## src/rtl/cppl_pkg.sv

```systemverilog
package cppl_pkg;

    localparam int IDX_W = 6;
    localparam int CNT_W = 7;

    localparam logic [CNT_W-1:0] CNT_RESET = 7'd3;
    localparam logic [CNT_W-1:0] MIN_LEN   = 7'd3;

    // read address select
    localparam logic [1:0] RD_ZERO  = 2'd0;
    localparam logic [1:0] RD_MID   = 2'd1;
    localparam logic [1:0] RD_START = 2'd2;
    localparam logic [1:0] RD_NEXT  = 2'd3;

    // product pair operations
    localparam logic [1:0] OP_ORIENT = 2'd0;
    localparam logic [1:0] OP_E1     = 2'd1;
    localparam logic [1:0] OP_E2     = 2'd2;
    localparam logic [1:0] OP_E3     = 2'd3;

    typedef struct packed {
        logic       wr_en;
        logic       start_q;
        logic       cap_v0;
        logic       upd;
        logic       cap_a;
        logic       cap_b;
        logic       mul_en;
        logic [1:0] mul_op;
        logic       cap_s1;
        logic       cap_s2;
        logic       res_load;
        logic [1:0] rd_sel;
    } cmd_t;

    typedef struct packed {
        logic more;
    } stat_t;

endpackage

```

## src/rtl/cppl_if.sv

```systemverilog
interface cppl_req_if #(parameter int COORD_BITS = 12);
    import cppl_pkg::*;
    logic                         valid;
    logic                         ready;
    logic                         req_type;
    logic [IDX_W-1:0]             vertex_index;
    logic signed [COORD_BITS-1:0] x_coord;
    logic signed [COORD_BITS-1:0] y_coord;

    modport source (output valid, output req_type, output vertex_index,
                    output x_coord, output y_coord, input ready);
    modport sink   (input valid, input req_type, input vertex_index,
                    input x_coord, input y_coord, output ready);
endinterface

interface cppl_res_if;
    import cppl_pkg::*;
    logic             valid;
    logic             ready;
    logic             inside_res;
    logic [IDX_W-1:0] wedge_index;

    modport source (output valid, output inside_res, output wedge_index, input ready);
    modport sink   (input valid, input inside_res, input wedge_index, output ready);
endinterface

interface cppl_cfg_if;
    import cppl_pkg::*;
    logic             valid;
    logic             ready;
    logic [CNT_W-1:0] vertex_count;

    modport source (output valid, output vertex_count, input ready);
    modport sink   (input valid, input vertex_count, output ready);
endinterface

```

## src/rtl/convex_polygon_point_locator.sv

```systemverilog
// Query: from accept to result valid, the wedge search runs its halving steps
// (at most 6 for 64 vertices); each step is one vertex RAM read plus one cross
// product pass through the shared multiplier pair.
// Vertex writes are accepted back to back. A query blocks input until
// its result is loaded into the output register (held there if res stalls).
// Reset (rst_n, async low): idle, no result pending, vertex_count = 3.
module convex_polygon_point_locator #(
    parameter int MAX_VERTICES = 64,
    parameter int COORD_BITS   = 12
) (
    input  logic         clk,
    input  logic         rst_n,
    cppl_req_if.sink     req,
    cppl_res_if.source   res,
    cppl_cfg_if.sink     cfg
);
    import cppl_pkg::*;

    cmd_t  cmd;
    stat_t stat;

    assign cfg.ready = 1'b1;

    cppl_ctrl u_ctrl (
        .clk       (clk),
        .rst_n     (rst_n),
        .req_valid (req.valid),
        .req_type  (req.req_type),
        .req_ready (req.ready),
        .res_valid (res.valid),
        .res_ready (res.ready),
        .cmd       (cmd),
        .stat      (stat)
    );

    cppl_dp #(
        .MAX_VERTICES (MAX_VERTICES),
        .COORD_BITS   (COORD_BITS)
    ) u_dp (
        .clk          (clk),
        .rst_n        (rst_n),
        .cmd          (cmd),
        .stat         (stat),
        .vertex_index (req.vertex_index),
        .x_coord      (req.x_coord),
        .y_coord      (req.y_coord),
        .cfg_we       (cfg.valid),
        .cfg_count    (cfg.vertex_count),
        .inside_res   (res.inside_res),
        .wedge_index  (res.wedge_index)
    );
endmodule

```

## src/rtl/cppl_ram.sv

```systemverilog
module cppl_ram #(
    parameter int WIDTH = 24,
    parameter int DEPTH = 64
) (
    input  logic                     clk,
    input  logic                     we,
    input  logic [$clog2(DEPTH)-1:0] waddr,
    input  logic [WIDTH-1:0]         wdata,
    input  logic [$clog2(DEPTH)-1:0] raddr,
    output logic [WIDTH-1:0]         rdata
);
    logic [WIDTH-1:0] mem [DEPTH];

    always_ff @(posedge clk)
    begin
        if (we)
        begin
            mem[waddr] <= wdata;
        end
        rdata <= mem[raddr];
    end
endmodule

```

## src/rtl/cppl_ctrl.sv

```systemverilog
module cppl_ctrl (
    input  logic          clk,
    input  logic          rst_n,
    input  logic          req_valid,
    input  logic          req_type,
    output logic          req_ready,
    output logic          res_valid,
    input  logic          res_ready,
    output cppl_pkg::cmd_t  cmd,
    input  cppl_pkg::stat_t stat
);
    import cppl_pkg::*;

    localparam logic [3:0] S_IDLE = 4'd0;
    localparam logic [3:0] S_CAP0 = 4'd1;
    localparam logic [3:0] S_MUL  = 4'd2;
    localparam logic [3:0] S_EVAL = 4'd3;
    localparam logic [3:0] S_FA   = 4'd4;
    localparam logic [3:0] S_FB   = 4'd5;
    localparam logic [3:0] S_E2   = 4'd6;
    localparam logic [3:0] S_E3   = 4'd7;
    localparam logic [3:0] S_E4   = 4'd8;

    logic [3:0] state_reg, state_next;
    logic       res_valid_reg, res_valid_next;
    logic       accept;
    logic       res_free;

    assign req_ready = (state_reg == S_IDLE);
    assign accept    = req_valid && req_ready;
    assign res_free  = !res_valid_reg || res_ready;
    assign res_valid = res_valid_reg;

    always_comb
    begin
        cmd        = '0;
        state_next = state_reg;
        unique case (state_reg)
            S_IDLE:
            begin
                cmd.wr_en   = accept && !req_type;
                cmd.start_q = accept && req_type;
                cmd.rd_sel  = RD_ZERO;
                if (accept && req_type)
                begin
                    state_next = S_CAP0;
                end
            end
            S_CAP0:
            begin
                cmd.cap_v0 = 1'b1;
                cmd.rd_sel = stat.more ? RD_MID : RD_START;
                state_next = stat.more ? S_MUL : S_FA;
            end
            S_MUL:
            begin
                cmd.mul_en = 1'b1;
                cmd.mul_op = OP_ORIENT;
                state_next = S_EVAL;
            end
            S_EVAL:
            begin
                cmd.upd    = 1'b1;
                cmd.rd_sel = stat.more ? RD_MID : RD_START;
                state_next = stat.more ? S_MUL : S_FA;
            end
            S_FA:
            begin
                cmd.cap_a  = 1'b1;
                cmd.rd_sel = RD_NEXT;
                state_next = S_FB;
            end
            S_FB:
            begin
                cmd.cap_b  = 1'b1;
                cmd.mul_en = 1'b1;
                cmd.mul_op = OP_E1;
                state_next = S_E2;
            end
            S_E2:
            begin
                cmd.mul_en = 1'b1;
                cmd.mul_op = OP_E2;
                cmd.cap_s1 = 1'b1;
                state_next = S_E3;
            end
            S_E3:
            begin
                cmd.mul_en = 1'b1;
                cmd.mul_op = OP_E3;
                cmd.cap_s2 = 1'b1;
                state_next = S_E4;
            end
            S_E4:
            begin
                // hold here while the previous word is still unread
                if (res_free)
                begin
                    cmd.res_load = 1'b1;
                    state_next   = S_IDLE;
                end
            end
            default:
            begin
                state_next = S_IDLE;
            end
        endcase
    end

    always_comb
    begin
        res_valid_next = res_valid_reg;
        if (cmd.res_load)
        begin
            res_valid_next = 1'b1;
        end
        else if (res_ready)
        begin
            res_valid_next = 1'b0;
        end
    end

    always_ff @(posedge clk or negedge rst_n)
    begin
        if (!rst_n)
        begin
            state_reg     <= S_IDLE;
            res_valid_reg <= 1'b0;
        end
        else
        begin
            state_reg     <= state_next;
            res_valid_reg <= res_valid_next;
        end
    end
endmodule

```

## src/rtl/cppl_dp.sv

```systemverilog
module cppl_dp #(
    parameter int MAX_VERTICES = 64,
    parameter int COORD_BITS   = 12
) (
    input  logic                                 clk,
    input  logic                                 rst_n,
    input  cppl_pkg::cmd_t                       cmd,
    output cppl_pkg::stat_t                      stat,
    input  logic [cppl_pkg::IDX_W-1:0]           vertex_index,
    input  logic signed [COORD_BITS-1:0]         x_coord,
    input  logic signed [COORD_BITS-1:0]         y_coord,
    input  logic                                 cfg_we,
    input  logic [cppl_pkg::CNT_W-1:0]           cfg_count,
    output logic                                 inside_res,
    output logic [cppl_pkg::IDX_W-1:0]           wedge_index
);
    import cppl_pkg::*;

    localparam int IW = $clog2(MAX_VERTICES);
    localparam int CW = COORD_BITS;
    localparam int DW = CW + 1;
    localparam int PW = 2 * DW;
    localparam int CNT_MAX = (2 ** CNT_W) - 1;
    localparam logic [CNT_W-1:0] MAX_LEN =
        (MAX_VERTICES > CNT_MAX) ? CNT_W'(CNT_MAX) : CNT_W'(MAX_VERTICES);

    logic [CNT_W-1:0]        count_reg;
    logic [IW-1:0]           start_reg, start_next;
    logic [CNT_W-1:0]        len_reg, len_next, len_init, half;
    logic signed [CW-1:0]    px_reg, py_reg, v0x_reg, v0y_reg;
    logic signed [CW-1:0]    ax_reg, ay_reg, bx_reg, by_reg;
    logic signed [PW-1:0]    p1_reg, p2_reg, prod1, prod2;
    logic                    s1_reg, s2_reg, inside_reg;
    logic [IDX_W-1:0]        wedge_reg;
    logic                    gt, lt;
    logic                    ram_we;
    logic [IW-1:0]           raddr;
    logic [2*CW-1:0]         rdata;
    logic signed [CW-1:0]    rx, ry;
    logic signed [CW-1:0]    q1x, q1y, q2x, q2y, q3x, q3y;
    logic signed [DW-1:0]    d1, d2, d3, d4;

    function automatic logic signed [DW-1:0] sx(input logic signed [CW-1:0] v);
        return {v[CW-1], v};
    endfunction

    assign ram_we = cmd.wr_en && (int'(vertex_index) < MAX_VERTICES);

    cppl_ram #(
        .WIDTH (2 * CW),
        .DEPTH (MAX_VERTICES)
    ) u_ram (
        .clk   (clk),
        .we    (ram_we),
        .waddr (IW'(vertex_index)),
        .wdata ({x_coord, y_coord}),
        .raddr (raddr),
        .rdata (rdata)
    );

    assign rx = rdata[2*CW-1:CW];
    assign ry = rdata[CW-1:0];

    // products compare directly: orient > 0 and edge sign < 0 need no subtract
    assign gt = p1_reg > p2_reg;
    assign lt = p1_reg < p2_reg;

    always_comb
    begin
        if (count_reg < MIN_LEN)
        begin
            len_init = MIN_LEN;
        end
        else if (count_reg > MAX_LEN)
        begin
            len_init = MAX_LEN;
        end
        else
        begin
            len_init = count_reg;
        end
    end

    always_comb
    begin
        start_next = start_reg;
        len_next   = len_reg;
        half       = len_reg >> 1;
        if (cmd.start_q)
        begin
            start_next = '0;
            len_next   = len_init;
        end
        else if (cmd.upd)
        begin
            if (gt)
            begin
                len_next = half + CNT_W'(1);
            end
            else
            begin
                start_next = start_reg + IW'(half);
                len_next   = len_reg - half;
            end
        end
    end

    assign stat.more = (len_next >= MIN_LEN);

    always_comb
    begin
        unique case (cmd.rd_sel)
            RD_ZERO:  raddr = '0;
            RD_MID:   raddr = start_next + IW'(len_next >> 1);
            RD_START: raddr = start_next;
            RD_NEXT:  raddr = start_reg + IW'(1);
            default:  raddr = '0;
        endcase
    end

    always_comb
    begin
        q1x = px_reg;
        q1y = py_reg;
        q2x = v0x_reg;
        q2y = v0y_reg;
        q3x = ax_reg;
        q3y = ay_reg;
        unique case (cmd.mul_op)
            OP_ORIENT:
            begin
                q1x = v0x_reg;
                q1y = v0y_reg;
                q2x = rx;
                q2y = ry;
                q3x = px_reg;
                q3y = py_reg;
            end
            OP_E1:
            begin
                q2x = v0x_reg;
                q2y = v0y_reg;
                q3x = ax_reg;
                q3y = ay_reg;
            end
            OP_E2:
            begin
                q2x = ax_reg;
                q2y = ay_reg;
                q3x = bx_reg;
                q3y = by_reg;
            end
            OP_E3:
            begin
                q2x = bx_reg;
                q2y = by_reg;
                q3x = v0x_reg;
                q3y = v0y_reg;
            end
            default:
            begin
                q1x = px_reg;
            end
        endcase

        if (cmd.mul_op == OP_ORIENT)
        begin
            d1 = sx(q2y) - sx(q1y);
            d2 = sx(q3x) - sx(q2x);
            d3 = sx(q2x) - sx(q1x);
            d4 = sx(q3y) - sx(q2y);
        end
        else
        begin
            d1 = sx(q1x) - sx(q3x);
            d2 = sx(q2y) - sx(q3y);
            d3 = sx(q2x) - sx(q3x);
            d4 = sx(q1y) - sx(q3y);
        end
    end

    assign prod1 = d1 * d2;
    assign prod2 = d3 * d4;

    always_ff @(posedge clk or negedge rst_n)
    begin
        if (!rst_n)
        begin
            count_reg <= CNT_RESET;
            start_reg <= '0;
            len_reg   <= '0;
        end
        else
        begin
            if (cfg_we)
            begin
                count_reg <= cfg_count;
            end
            start_reg <= start_next;
            len_reg   <= len_next;
        end
    end

    always_ff @(posedge clk)
    begin
        if (cmd.start_q)
        begin
            px_reg <= x_coord;
            py_reg <= y_coord;
        end
        if (cmd.cap_v0)
        begin
            v0x_reg <= rx;
            v0y_reg <= ry;
        end
        if (cmd.cap_a)
        begin
            ax_reg <= rx;
            ay_reg <= ry;
        end
        if (cmd.cap_b)
        begin
            bx_reg <= rx;
            by_reg <= ry;
        end
        if (cmd.mul_en)
        begin
            p1_reg <= prod1;
            p2_reg <= prod2;
        end
        if (cmd.cap_s1)
        begin
            s1_reg <= lt;
        end
        if (cmd.cap_s2)
        begin
            s2_reg <= lt;
        end
        if (cmd.res_load)
        begin
            inside_reg <= (s1_reg == s2_reg) && (s2_reg == lt);
            wedge_reg  <= IDX_W'(start_reg);
        end
    end

    assign inside_res  = inside_reg;
    assign wedge_index = wedge_reg;
endmodule

```

## src/flat_wrapper.sv

```systemverilog
// flat-port wrapper written by rule: the top's interface ports become plain ports
module convex_polygon_point_locator_flat import cppl_pkg::*;
#(
    parameter int MAX_VERTICES = 64,
    parameter int COORD_BITS   = 12
)
  (clk, rst_n, req_valid, req_req_type, req_vertex_index, req_x_coord, req_y_coord, req_ready, res_valid, res_inside_res, res_wedge_index, res_ready, cfg_valid, cfg_vertex_count, cfg_ready);
  cppl_req_if #(.COORD_BITS(COORD_BITS)) req_i ();
  cppl_res_if res_i ();
  cppl_cfg_if cfg_i ();
  input  logic clk;
  input  logic rst_n;
  input wire logic [$bits(req_i.valid)-1:0] req_valid;
  input wire logic [$bits(req_i.req_type)-1:0] req_req_type;
  input wire logic [$bits(req_i.vertex_index)-1:0] req_vertex_index;
  input wire logic [$bits(req_i.x_coord)-1:0] req_x_coord;
  input wire logic [$bits(req_i.y_coord)-1:0] req_y_coord;
  output wire logic [$bits(req_i.ready)-1:0] req_ready;
  output wire logic [$bits(res_i.valid)-1:0] res_valid;
  output wire logic [$bits(res_i.inside_res)-1:0] res_inside_res;
  output wire logic [$bits(res_i.wedge_index)-1:0] res_wedge_index;
  input wire logic [$bits(res_i.ready)-1:0] res_ready;
  input wire logic [$bits(cfg_i.valid)-1:0] cfg_valid;
  input wire logic [$bits(cfg_i.vertex_count)-1:0] cfg_vertex_count;
  output wire logic [$bits(cfg_i.ready)-1:0] cfg_ready;
  assign req_i.valid = req_valid;
  assign req_i.req_type = req_req_type;
  assign req_i.vertex_index = req_vertex_index;
  assign req_i.x_coord = req_x_coord;
  assign req_i.y_coord = req_y_coord;
  assign req_ready = req_i.ready;
  assign res_valid = res_i.valid;
  assign res_inside_res = res_i.inside_res;
  assign res_wedge_index = res_i.wedge_index;
  assign res_i.ready = res_ready;
  assign cfg_i.valid = cfg_valid;
  assign cfg_i.vertex_count = cfg_vertex_count;
  assign cfg_ready = cfg_i.ready;
  convex_polygon_point_locator #(.MAX_VERTICES(MAX_VERTICES), .COORD_BITS(COORD_BITS)) u_core (.clk(clk), .rst_n(rst_n), .req(req_i), .res(res_i), .cfg(cfg_i));
endmodule
```

## config.mk

```make
export PLATFORM = sky130hd
export DESIGN_NAME = convex_polygon_point_locator_flat
export DESIGN_NICKNAME = d
export VERILOG_FILES = /design/src/rtl/cppl_pkg.sv /design/src/rtl/cppl_if.sv /design/src/rtl/convex_polygon_point_locator.sv /design/src/rtl/cppl_ram.sv /design/src/rtl/cppl_ctrl.sv /design/src/rtl/cppl_dp.sv /design/src/flat_wrapper.sv
export SDC_FILE = /design/constraint.sdc
export NUM_CORES = 2
export LEC_CHECK = 0
export ABC_AREA = 0
export BUFFER_PORTS_ARGS = -buffer_cell sky130_fd_sc_hd__buf_2
export CORE_MARGIN = 3
export CORE_UTILIZATION = 48
export DETAILED_ROUTE_END_ITERATION = 16
export PLACE_DENSITY = 0.72
export SLEW_MARGIN = 10
export SYNTH_ARGS = -nofsm -noshare
export SYNTH_HDL_FRONTEND = slang
export SYNTH_SLANG_ARGS = --single-unit
```

## constraint.sdc

```tcl
create_clock -name clk -period 33.3 [get_ports clk]
set_clock_uncertainty 0.2 [all_clocks]
set_input_delay 3.33 -clock clk [delete_from_list [all_inputs] [get_ports clk]]
set_output_delay 3.33 -clock clk [all_outputs]
set_load 0.1 [all_outputs]
```

**Word-level counts from Yosys, hierarchy flattened**

Memories as Yosys holds them, arrays and structs flattened. A register that Yosys moved wholly into a read port is not among the register bits.
Index checks and enable logic that the tools add are counted.

- Bits in registers: 182
- RAM bits: 1536
- Input bits: 43
- Output and inout port bits: 10
- Logic and storage cells: 110
- Memories kept: 1

- Add/subtract/negate cells: 13
- Multipliers: 2
- Magnitude comparators: 5
- Equality and inequality tests: 18
- Mux-type cells: 39
- Reduce and logical (&&, ||, !) cells: 13

Memory list:

| memory | words | width | rd ports | clocked after Yosys merged registers in | wr ports | line | text |
|---|---|---|---|---|---|---|---|
| u_core.u_dp.u_ram.mem | 64 | 24 | 1 | 1 | 1 | cppl_ram.sv:12 | `logic [WIDTH-1:0] mem [DEPTH];` |

Operators by type and width:

| operator | number |
|---|---|
| case mux 12 bit (4 select lines) | 4 |
| subtractor 12 x 12 -> 13 bit | 8 |
| multiplier 13 x 13 -> 26 bit | 2 |
| two-way mux 13 bit | 4 |
| two-way mux 7 bit | 5 |
| case mux 4 bit (8 select lines) | 1 |
| greater-than comparator 26 bit | 1 |
| < comparator 26 bit | 1 |
| two-way mux 12 bit | 2 |
| case mux 6 bit (4 select lines) | 1 |
| two-way mux 6 bit | 3 |
| equality test 4 x 3 -> 1 bit (second input constant) | 4 |
| adder 6 bit | 2 |
| two-way mux 1 bit | 12 |
| case mux 3 bit (4 select lines) | 1 |
| equality test 2 bit (second input constant) | 4 |
| equality test 4 x 2 -> 1 bit (second input constant) | 2 |
| two-way mux 4 bit | 2 |
| adder 6 x 1 -> 7 bit (second input constant) | 1 |
| greater-or-equal comparator 7 x 2 -> 1 bit (second input constant) | 1 |
| greater-than comparator 7 bit (second input constant) | 1 |
| < comparator 7 x 2 -> 1 bit (second input constant) | 1 |
| subtractor 7 x 6 -> 7 bit | 1 |
| adder 6 x 1 -> 6 bit (second input constant) | 1 |
| 17 further kinds | 25 |

**Longest topological paths before layout**

- Depth after elaboration: 10
- Depth in mapped cells: 49
- Gate-level depth less buffers: 45

**Modules after synthesis**

A second synthesis with hierarchy kept.

- Cells, all modules: 5309
- Area, all modules: 85309.3 um^2

Modules (own cells, without submodules):

| module | times used | cells each | area each (um^2) | seq. area each (um^2) |
|---|---|---|---|---|
| cppl_ram | 1 | 2610 | 59295.6 | 46604.7 |
| cppl_dp | 1 | 2650 | 25630.8 | 5217.5 |
| cppl_ctrl | 1 | 47 | 371.6 | 125.1 |
| convex_polygon_point_locator | 1 | 2 | 11.3 | 0.0 |

**Worst setup path before layout**

OpenSTA, ideal clock, no wires.

- Path kind: register -> register
- From: register u_core.u_ctrl.state_reg[1]
- To: register u_core.u_dp.p1_reg[25] (data pin)
- Setup time: 207 ps
- Arrival time: 10871 ps
- Data required time: 32893 ps
- Slack: 22022 ps
- Stages on the path, launching flop included: 45
- Path buffers: 5
- Clock period less this slack: 11278 ps
- Path through: dfrtp_1 buf_2 buf_2 clkbuf_1 clkbuf_1 clkbuf_1 mux2i_1 a21oi_1 o22a_1 inv_1 ha_1 fa_1 maj3_1 maj3_1 maj3_1 o21ai_1 maj3_1 a21oi_1 (+9 left out) fa_1 fa_1 fa_1 inv_1 fa_1 inv_1 ha_1 a21oi_1 nor2b_1 o21a_1 o21ai_0 nand2b_1 a21oi_1 o21bai_1 a41o_1 o41ai_1 mux2i_1 a2111oi_0

- Cells in the longest elaborated chain, start to end: 7
- Elaborated cells between the ends (all ways): 22
- Classes of those cells: add/sub (4); mul (1); eq/ne (7); mux (9); reduce/logical (1)

RTL lines:

| element | line | text |
|---|---|---|
| start: declaration | cppl_ctrl.sv:24 | `logic [3:0] state_reg, state_next;` |
| start signal: assignment | cppl_ctrl.sv:132 | `state_reg <= state_next;` |
| equality test 4 x 3 -> 1 bit / equality test 4 x 2 -> 1 bit (equally long branches) | cppl_ctrl.sv:38 | `unique case (state_reg)` |
| case mux 3 bit (4 select lines) * | cppl_ctrl.sv:38 |  |
| equality test 2 bit (tied with other cells) | cppl_dp.sv:129 | `unique case (cmd.mul_op)` |
| case mux 12 bit (4 select lines) / two-way mux 12 bit (equally long branches) | cppl_dp.sv:129 |  |
| subtractor 12 x 12 -> 13 bit, on equally long branches | - |  |
| two-way mux 13 bit | cppl_dp.sv:166 | `if (cmd.mul_op == OP_ORIENT)` |
| multiplier 13 x 13 -> 26 bit * | cppl_dp.sv:182 | `assign prod1 = d1 * d2;` |
| named net u_core.u_dp.prod1[25] | cppl_dp.sv:32 | `logic signed [PW-1:0] p1_reg, p2_reg, prod1, prod2;` |
| end signal: assignment | cppl_dp.sv:228 | `p1_reg <= prod1;` |
| end: declaration | cppl_dp.sv:32 |  |

The timed path passes the listed nets; every way through them passes the cells marked *.
A chain may end at the register's enable or synchronous reset.

**Worst setup path after layout**

- From: register u_core.u_ctrl.state_reg[0]
- To: register u_core.u_dp.p1_reg[25] (data pin)

Same word-level chain as after synthesis.

==> metrics.yaml <==
global_routing:
  grt_usage_pct: 25.7
  grt_pass1_wl_mm: 361
  grt_overflow_total: 0
  grt_pass1_vias: 57500
  antenna_found_initial: 13
  grt_max_degree: 174
cts:
  post_cts_buffers: 0
  ctsHoldBuffers: 0
  cts_tree: "built"
  insertion_delay_ps: 850
  clock_sinks: 1742
  cts.path.max_buffers: 3
  h-tree-depth: 4
  numCtsBuffers: 173
  clk_pin_slew_ps: 60
  cts_resized: 0
  clock-root-buffer: "clkbuf_16"
finish:
  final_cell_mix: "edfxtp_1 (1693), nand2_1 (1606), inv_1 (518)"
  drive_gt1_share_pct: 7.77
  area_growth_pct: 9.69
  fin_nets: 7888
  largest_reg_flops: 1536
  final_common_cell: "edfxtp_1"
place:
  portBuffers: 51
  detailed_place_hpwl_mm: 146
  gp_congestion: 0.911
yosys:
  synthFlopType: "edfxtp_1"
  yosys-top-cells-area: "edfxtp_1 (58%), fa_1 (7.7%), nand2_1 (6.9%), ha_1 (3.6%), a311oi_1 (2.6%)"
  ys_seq_elements: 1742
  async_reset_ff_share_pct: 1.44
  syn_inst: 7290
  syn_area_um2: 87300
  syn_area_per_cell_um2: 12.0
  yosys.area.top_type: "edfxtp_1"
  synth_nets: 7921
  seq_area_frac_synth_pct: 59.5
  yosysTopAreaCellShare_pct: 58.3
  yosys_warnings: 0
  synth_edf_count: 1693
  synth_cell_types: 77
detailed_routing:
  drc_errors: 0
  dr.pass1.iters: 8
  routedWlPerCell_um: 24.8
  antenna_left: 0
  routed_wirelength_mm: 242
  vias_per_cell: 5.99
  drt_iter0_markers: 7226
  vias: 58400
timing:
  worst_pin_slew_ps: 1300
  rsz0062_at_grt: "no"
  slew_headroom_pct: 12.6
  finalSetupViolations: 0
  setup_tns_ps: 0
  max_clock_freq_mhz: 80.6
  hold_viol_final: 0
  period_needed_ps: 12410
  min_period_over_period_pct: 37.3
  maxSlewViolCount: 0
run:
  drv_cap: 0
floorplanning:
  start_util_pct: 48.6
  core_um2: 180000
  rows: 155
  die-width_um: 432
  die_h_um: 432
  dieArea_um2: 187000
  io_pins: 53
worst_setup_path:
  arrival_ps: 12780
  crit_buf_inv: 7
  crit_top_cell: "fa_1"
  slowest_delay_ps: 700
  critPathSlowestCell: "dfrtp_2"
  crit_path_end_kind: "flip-flop"
  crit_path_start_kind: "flip-flop"
  cp_top_family: "adder cells"
  worstPathMaxFanout: 53
  critPathRequiredTime_ps: 33680
  worstSetupPathType: "reg2reg"
min_path:
  worstHoldPathType: "reg2reg"
status:
  status: "completed"
-- final cells by class --
cell class                      count  area [um2]
Clock inverter                     74         659
Tap cell                         2355        2950
Sequential cell                  1742       51900
Multi-Input combinational cell   4604       31800
Timing Repair Buffer              217        1550
Fill cell                       14800       83900
Inverter                          519        1950
Clock buffer                      242        4810
Antenna cell                        6        15.0
-- per-stage QoR --
step / instances / setup slack (ps) / hold slack (ps) / instance area [um2] / util (%)
6_report: 9759 / 20890 / 275 / 95700 / 53.3
2_1_floorplan: 7290 / 22020 / 243 / 87300 / -
4_1_cts: 9753 / 20920 / 271 / 95700 / 53.3
5_1_grt: 9755 / 20120 / 294 / 95700 / 53.3
3_5_place_dp: 9437 / 20980 / 280 / 90200 / 50.3
3_3_place_gp: 9437 / 21110 / 274 / 90200 / 50.3
-- worst paths after layout --
kind	from	end	slack, ps	depth (start not counted)
worst max-delay path	u_core.u_ctrl.state_reg[0]	u_core.u_dp.p1_reg[25]	20890	42
worst min-delay path	u_core.u_dp.u_ram.rdata[20]	u_core.u_dp.bx_reg[8]	280	0
worst max register to register	u_core.u_ctrl.state_reg[0]	u_core.u_dp.p1_reg[25]	20890	42
worst min register to register	u_core.u_dp.u_ram.rdata[20]	u_core.u_dp.bx_reg[8]	280	0
max in group asynchronous	rst_n	u_core.u_ctrl.state_reg[1]	30090	1
min in group asynchronous	rst_n	u_core.u_dp.len_reg[1]	2320	1
-- logic make-up (layout without fill, tap and decap cells) --
family          Yosys count  count (layout)  share of synthesized area (%)
other cells               1               7                        0.00430
xor+xnor                159             159                           1.60
simple gates           2614            2614                           12.7
fa+ha+maj               597             597                           11.4
compound gates         1142            1142                           9.33
mux                      91              91                           1.07
flops                  1742            1742                           59.5
buf+inv                 944            1052                           4.40
-- cell usage after synthesis (6+ instances only) --
cell / number
a211o_1: 27
a211oi_1: 133
a21boi_0: 106
a21o_1: 47
a21oi_1: 216
a22o_1: 6
a311oi_1: 255
a31oi_1: 92
and2_1: 51
and3_1: 74
buf_1: 40
buf_2: 153
buf_4: 18
clkbuf_1: 209
dfrtp_1: 23
dfxtp_1: 24
edfxtp_1: 1693
fa_1: 335
ha_1: 253
inv_1: 518
maj3_1: 9
mux2_2: 11
mux2i_1: 77
nand2_1: 1609
nand2b_1: 43
nand3_1: 439
nand4_1: 6
nor2_1: 305
nor2b_1: 24
nor3_1: 12
nor3b_1: 7
o211ai_1: 15
o21a_1: 10
o21ai_0: 81
o21ai_1: 7
o21bai_1: 42
o221ai_1: 16
o22a_1: 21
o22ai_1: 30
or2_2: 10
or3_1: 13
xnor2_1: 127
xor2_1: 32
-- worst reg2reg max path, delay by kind of cell (launching register included) --
kind	cells	cell delay (ps)
adder cells (fa/ha/maj)	13	5320
AO/OA/AOI/OAI	15	3470
multiplexers	1	140
AND/OR/NAND/NOR	5	830
buffers and inverters	7	1300
flip-flops	1	700
XOR/XNOR	1	140
-- metal layers --
| metal | wire length [um] | up-vias | track usage, % |
|---|---|---|---|
| li1 | - | 25800 | - |
| met1 | 94500 | 29000 | 34.1 |
| met2 | 112000 | 3008 | 40.7 |
| met3 | 23600 | 517 | 5.26 |
| met4 | 11800 | 6 | 11.9 |
| met5 | 46 | - | 0 |
Power is not shown: default switching activity piles up to over one toggle a cycle in this logic, so the estimate is an artifact.
